--- src/fspw_pkg.sv ---
// ----------------------------------------------------------------------------
// fspw_pkg
// Types and constants shared by the four-step phase wrap pipeline.
// ----------------------------------------------------------------------------
package fspw_pkg;

    localparam int IN_W          = 16;
    localparam int MASK_W        = 8;
    localparam int PHASE_W       = 16;
    localparam int CONF_W        = 17;
    localparam int CORDIC_STEPS  = 28;
    localparam int SQRT_STEPS    = 17;
    localparam int ANGLE_BITS    = 30;
    localparam int PRESHIFT      = 28;
    localparam int DIFF_W        = 17;
    localparam int SQR_W         = 32;
    localparam int XY_W          = 48;
    localparam int Z_W           = 35;
    localparam int SQ_W          = 34;

    localparam logic [MASK_W-1:0] MASK_FULL = 8'hFF;

    localparam logic signed [Z_W-1:0] PI_Q30     = 35'sd3373259426;
    localparam logic signed [Z_W-1:0] TWO_PI_Q30 = 35'sd6746518852;

    // configuration register indexes
    localparam logic REG_SAT_LEVEL = 1'b0;
    localparam logic REG_MAX_SAT   = 1'b1;

    localparam logic [Z_W-1:0] ATAN_LOW [10] = '{
        35'd843314857, 35'd497837829, 35'd263043837, 35'd133525159, 35'd67021687,
        35'd33543516,  35'd16775851,  35'd8388437,   35'd4194283,   35'd2097149
    };

    typedef struct packed {
        logic              valid;
        logic              good;
        logic              processed;
        logic [MASK_W-1:0] mask;
    } fspw_ctl_t;

    typedef struct packed {
        logic signed [XY_W-1:0] x;
        logic signed [XY_W-1:0] y;
        logic signed [Z_W-1:0]  z;
        logic                   skip;
        logic [SQ_W-1:0]        rem;
        logic [SQ_W-1:0]        root;
    } fspw_data_t;

    // atan(2^-i) in Q30; below 2^-10 the angle equals the tangent
    function automatic logic [Z_W-1:0] atan_q30(input int i);
        logic [Z_W-1:0] val;
        if (i < 10)
            val = ATAN_LOW[4'(i)];
        else
            val = Z_W'(1) << (ANGLE_BITS - i);
        return val;
    endfunction

endpackage

--- src/fspw_front.sv ---
// ----------------------------------------------------------------------------
// fspw_front
// Input stages: saturation check, differences, squares, pre-rotation.
// ----------------------------------------------------------------------------
module fspw_front #(
    parameter int SAMPLE_WIDTH = 16
) (
    input  logic                              clk,
    input  logic                              rst_n,
    input  logic                              load,
    input  logic [fspw_pkg::IN_W-1:0]         s1,
    input  logic [fspw_pkg::IN_W-1:0]         s2,
    input  logic [fspw_pkg::IN_W-1:0]         s3,
    input  logic [fspw_pkg::IN_W-1:0]         s4,
    input  logic [fspw_pkg::MASK_W-1:0]       mask,
    input  logic [fspw_pkg::IN_W-1:0]         sat_level,
    input  logic [2:0]                        max_sat,
    output fspw_pkg::fspw_ctl_t               ctl_out,
    output fspw_pkg::fspw_data_t              data_out
);

    localparam logic [fspw_pkg::IN_W-1:0] SMASK =
        fspw_pkg::IN_W'((32'd1 << SAMPLE_WIDTH) - 32'd1);
    localparam int XY_PAD = fspw_pkg::XY_W - (fspw_pkg::DIFF_W + 1) - fspw_pkg::PRESHIFT;

    logic [fspw_pkg::IN_W-1:0] m1, m2, m3, m4;
    logic [2:0]                sat_cnt;
    logic                      full_mask, reject;
    fspw_pkg::fspw_ctl_t       ctl1_next, ctl1_reg, ctl2_reg, ctl3_reg;

    logic signed [fspw_pkg::DIFF_W-1:0] a_next, b_next, a1_reg, b1_reg, a2_reg, b2_reg;
    logic signed [2*fspw_pkg::DIFF_W-1:0] aa_full, bb_full;
    logic [fspw_pkg::SQR_W-1:0]         aa_reg, bb_reg;

    logic signed [fspw_pkg::DIFF_W:0]   xs, ys;
    fspw_pkg::fspw_data_t               d3_next, d3_reg;

    assign m1 = s1 & SMASK;
    assign m2 = s2 & SMASK;
    assign m3 = s3 & SMASK;
    assign m4 = s4 & SMASK;

    assign sat_cnt = 3'(m1 == sat_level) + 3'(m2 == sat_level)
                   + 3'(m3 == sat_level) + 3'(m4 == sat_level);
    assign full_mask = (mask == fspw_pkg::MASK_FULL);
    assign reject    = sat_cnt > max_sat;

    always_comb
    begin
        ctl1_next.valid     = load;
        ctl1_next.processed = full_mask;
        ctl1_next.good      = full_mask && !reject;
        ctl1_next.mask      = (full_mask && reject) ? '0 : mask;
    end

    assign a_next = $signed({1'b0, m4}) - $signed({1'b0, m2});
    assign b_next = $signed({1'b0, m1}) - $signed({1'b0, m3});

    assign aa_full = a1_reg * a1_reg;
    assign bb_full = b1_reg * b1_reg;

    // turn the left half-plane by pi; the start angle already holds the +pi offset
    always_comb
    begin
        if (b2_reg < 0)
        begin
            xs = -{b2_reg[fspw_pkg::DIFF_W-1], b2_reg};
            ys = -{a2_reg[fspw_pkg::DIFF_W-1], a2_reg};
            d3_next.z = (a2_reg >= 0) ? fspw_pkg::TWO_PI_Q30 : '0;
        end
        else
        begin
            xs = {b2_reg[fspw_pkg::DIFF_W-1], b2_reg};
            ys = {a2_reg[fspw_pkg::DIFF_W-1], a2_reg};
            d3_next.z = fspw_pkg::PI_Q30;
        end
        d3_next.x    = {{XY_PAD{xs[fspw_pkg::DIFF_W]}}, xs, {fspw_pkg::PRESHIFT{1'b0}}};
        d3_next.y    = {{XY_PAD{ys[fspw_pkg::DIFF_W]}}, ys, {fspw_pkg::PRESHIFT{1'b0}}};
        d3_next.skip = (a2_reg == 0);
        d3_next.rem  = {2'b00, aa_reg} + {2'b00, bb_reg};
        d3_next.root = '0;
    end

    always_ff @(posedge clk or negedge rst_n)
    begin
        if (!rst_n)
        begin
            ctl1_reg <= '0;
            ctl2_reg <= '0;
            ctl3_reg <= '0;
        end
        else
        begin
            ctl1_reg <= ctl1_next;
            ctl2_reg <= ctl1_reg;
            ctl3_reg <= ctl2_reg;
        end
    end

    always_ff @(posedge clk)
    begin
        a1_reg <= a_next;
        b1_reg <= b_next;
        a2_reg <= a1_reg;
        b2_reg <= b1_reg;
        aa_reg <= aa_full[fspw_pkg::SQR_W-1:0];
        bb_reg <= bb_full[fspw_pkg::SQR_W-1:0];
        d3_reg <= d3_next;
    end

    assign ctl_out  = ctl3_reg;
    assign data_out = d3_reg;

endmodule

--- config.mk ---
export PLATFORM = sky130hd
export DESIGN_NAME = fspw_front
export DESIGN_NICKNAME = d
export VERILOG_FILES = /design/src/fspw_pkg.sv /design/src/fspw_front.sv
export SDC_FILE = /design/constraint.sdc
export NUM_CORES = 2
export LEC_CHECK = 0
export BUFFER_PORTS_ARGS = -buffer_cell sky130_fd_sc_hd__buf_4
export CAP_MARGIN = 20
export CORE_MARGIN = 2
export CORE_UTILIZATION = 51
export DETAILED_ROUTE_END_ITERATION = 8
export GPL_TIMING_DRIVEN = 0
export PLACE_DENSITY = 0.8
export SYNTH_ARGS = -nofsm -noshare
export SYNTH_HDL_FRONTEND = slang
export SYNTH_SLANG_ARGS = --single-unit
--- constraint.sdc ---
create_clock -name clk -period 8.08 [get_ports clk]
set_clock_uncertainty 0.1 [all_clocks]
set_input_delay 1.616 -clock clk [delete_from_list [all_inputs] [get_ports clk]]
set_output_delay 1.616 -clock clk [all_outputs]
set_load 0.005 [all_outputs]
==> results.ini <==
[floorplanning]
dieArea_mm2 = 0.0584
core_region_area_mm2 = 0.0562
io_pins = 305
rows = 87
die_w_um = 242
start_util_pct = 51.3
fp.dieH_um = 242

[hold_path]
hold-path-endpoint = ctl2_reg[3]$_DFF_PN0_
whs_path_depth = 0
min_from = ctl1_reg[3]$_DFF_PN0_
hold_path.class = flip-flop to flip-flop

[global_routing]
grt_use_met3_pct = 4.00
grt_pass1_wl_um = 109000
grt_pass1_vias = 21800
use_met2_pct = 40.1
grt_use_total_pct = 23.4
grt_max_degree = 34
antenna_found_initial = 4
grt_overflow = 0
top_usage_layer = met2
met1_usage_pct = 29.7

[finish]
nNetsFinal = 4136
layout-drive-gt1-share_pct = 11.8
finalInstanceArea_mm2 = 0.0324
syn_to_final_growth_pct = 12.5
layout_commonest_cell = inv_1
layout_common_cells = inv_1 (677), fa_1 (515), buf_4 (314)
largest_reg_flops = 73

[placement]
pre_cts_ws_ns = 0.596
io_buffers = 187
placed_area_mm2 = 0.0316
dp_hpwl_um = 56800
gp_congestion = 0.926

[clock_tree]
htreeDepth = 1
cts-resized-gates = 0
clkTransAtPathRegs_ns = 0.06
cts_tree = yes
cts_hold_buf = 0
clockBufferDepth = 3
clk_latency_ns = 0.58
cts_setup_buffers = 0
root_buffer = clkbuf_16
cts_made_buffers = 27
cts_sinks = 234

[worst_setup_path]
crit_fanout = 10
worstSetupEndpointType = flip-flop
start_kind = flip-flop
critPathLaunch = b1_reg[2]$_DFF_P_
r2r_slack_ns = 0.40
worstPathRequired_ns = 8.47
cp_slowest_cell = fa_1
crit_path_max_incr_delay_ns = 0.84
path_common_cell = fa_1
setup.worst_path.class = flip-flop to flip-flop
path_delay_family = adder cells
crit_chain = clkbuf_1 > clkbuf_1 > nand2_1 > inv_1 > fa_1 > inv_1 > fa_1 > inv_1 > fa_1 > fa_1 > fa_1 > fa_1 > ha_1 > nor3_1 > nand2_1 > or3_1 > o311a_4 > a211oi_4 > a21oi_2 > xnor2_1
crit_arrival_ns = 8.07
worst-path-buf-inv = 5
reg2regPathDepth = 20
rr_startpoint = b1_reg[2]$_DFF_P_
r2r_end = bb_reg[31]$_DFF_P_

[yosys]
synth_cell_types = 77
synth-seq-cells = 234
yosys_most_used_dff = dfxtp_1
yosys_warnings = 0
avgSynthCellArea_um2 = 9.70
synthCells = 2970
synthTopCellsByArea = fa_1 (36%), dfxtp_1 (14%), ha_1 (10%)
synth_edf_count = 0
synthArstFlopShare_pct = 14.1
synth_top_area_share_pct = 35.8
synthesis.area_mm2 = 0.0288
synth_area_leader_cell = fa_1
synth-seq-area-share_pct = 16.8

[timing]
min_period_over_period_pct = 95.1
tightest_slew_ns = 1.17
hold_viol = 0
max_slew_margin_pct = 21.9
setup_ws_ns = 0.399
max_freq_mhz = 130
setup_viol = 0
maxSlewViolCount = 0
rsz0062_at_grt = no
period_minus_slack_ns = 7.68
hold_ws_ns = 0.242
setup_tns_ns = 0

[drt]
vias_per_cell = 5.00
wl_per_cell_um = 16.4
vias = 20300
drtIter0Drc = 1146
ant_nets = 0
wl_um = 66900
drc_errors = 0
first_pass_iters = 5

[job]
max-cap-violations = 0

[status]
outcome = finished clean

per-stage QoR:
step           util [%]  cells
2_1_floorplan         -   3071
3_3_place_gp       56.2   4014
3_5_place_dp       56.2   4014
4_1_cts            57.7   4064
5_1_grt            57.7   4064
6_report           57.7   4067
cells by family (layout without fill, tap and decap cells):
family	after synthesis	in the layout	share of synthesized area [%]
buffers and inverters	872	1109	13.0
and+or+nand+nor	609	609	10.4
AOI/OAI and AO/OA	267	267	6.46
xor gates and xnor gates	229	229	6.96
muxes	3	3	0.113
other	1	105	0.0130
adders and majority gates	755	755	46.2
DFF	234	234	16.8
synth_stat cells, types with 5 or more instances:
master and count:
and2_1 123, nand3_1 13, o21bai_1 6, a211oi_1 11, o21ai_0 31, o31a_1 6
nor4_1 5, buf_4 127, dfrtp_1 33, nor3_1 29, o21ai_1 19, nand2_1 205
o31ai_1 8, or2_2 6, xnor2_1 197, dfxtp_1 201, nor2_1 105, a21o_1 29
a21oi_1 73, and3_1 9, fa_1 515, nand4_1 26, xor2_1 32, clkbuf_1 67
nor2b_1 39, a31oi_1 12, o21a_1 25, inv_1 677, or3_1 13, ha_1 240
nand2b_1 21
worst max-delay path by stage:
stage | depth (start not counted) | end
global placement | 20 | bb_reg[31]$_DFF_P_
floorplan | 20 | bb_reg[31]$_DFF_P_
detailed placement | 20 | bb_reg[31]$_DFF_P_
global route | 20 | bb_reg[31]$_DFF_P_
finish | 20 | bb_reg[31]$_DFF_P_
CTS | 20 | bb_reg[31]$_DFF_P_
metal layers:
layer  vias up  wire, µm  part of all wire, %
met4         0      2850                  4.3
met2       786     32300                   48
met1      9972     26800                   40
met5         -         0                    0
li1       9411         -                    -
met3       164      4900                  7.3
cell type report:
cell class | instances | area (µm²)
diodes | 3 | 7.51
multi-input cells | 1965 | 20600
clock buffers | 32 | 704
plain buffers | 194 | 1200
well taps | 756 | 946
fillers | 4769 | 23700
flip-flops and latches | 234 | 4850
repair buffers | 187 | 1400
clock inverters | 18 | 169
inverters | 678 | 2540
Power is not shown: default switching activity piles up to over one toggle a cycle in this logic, so the estimate is an artifact.
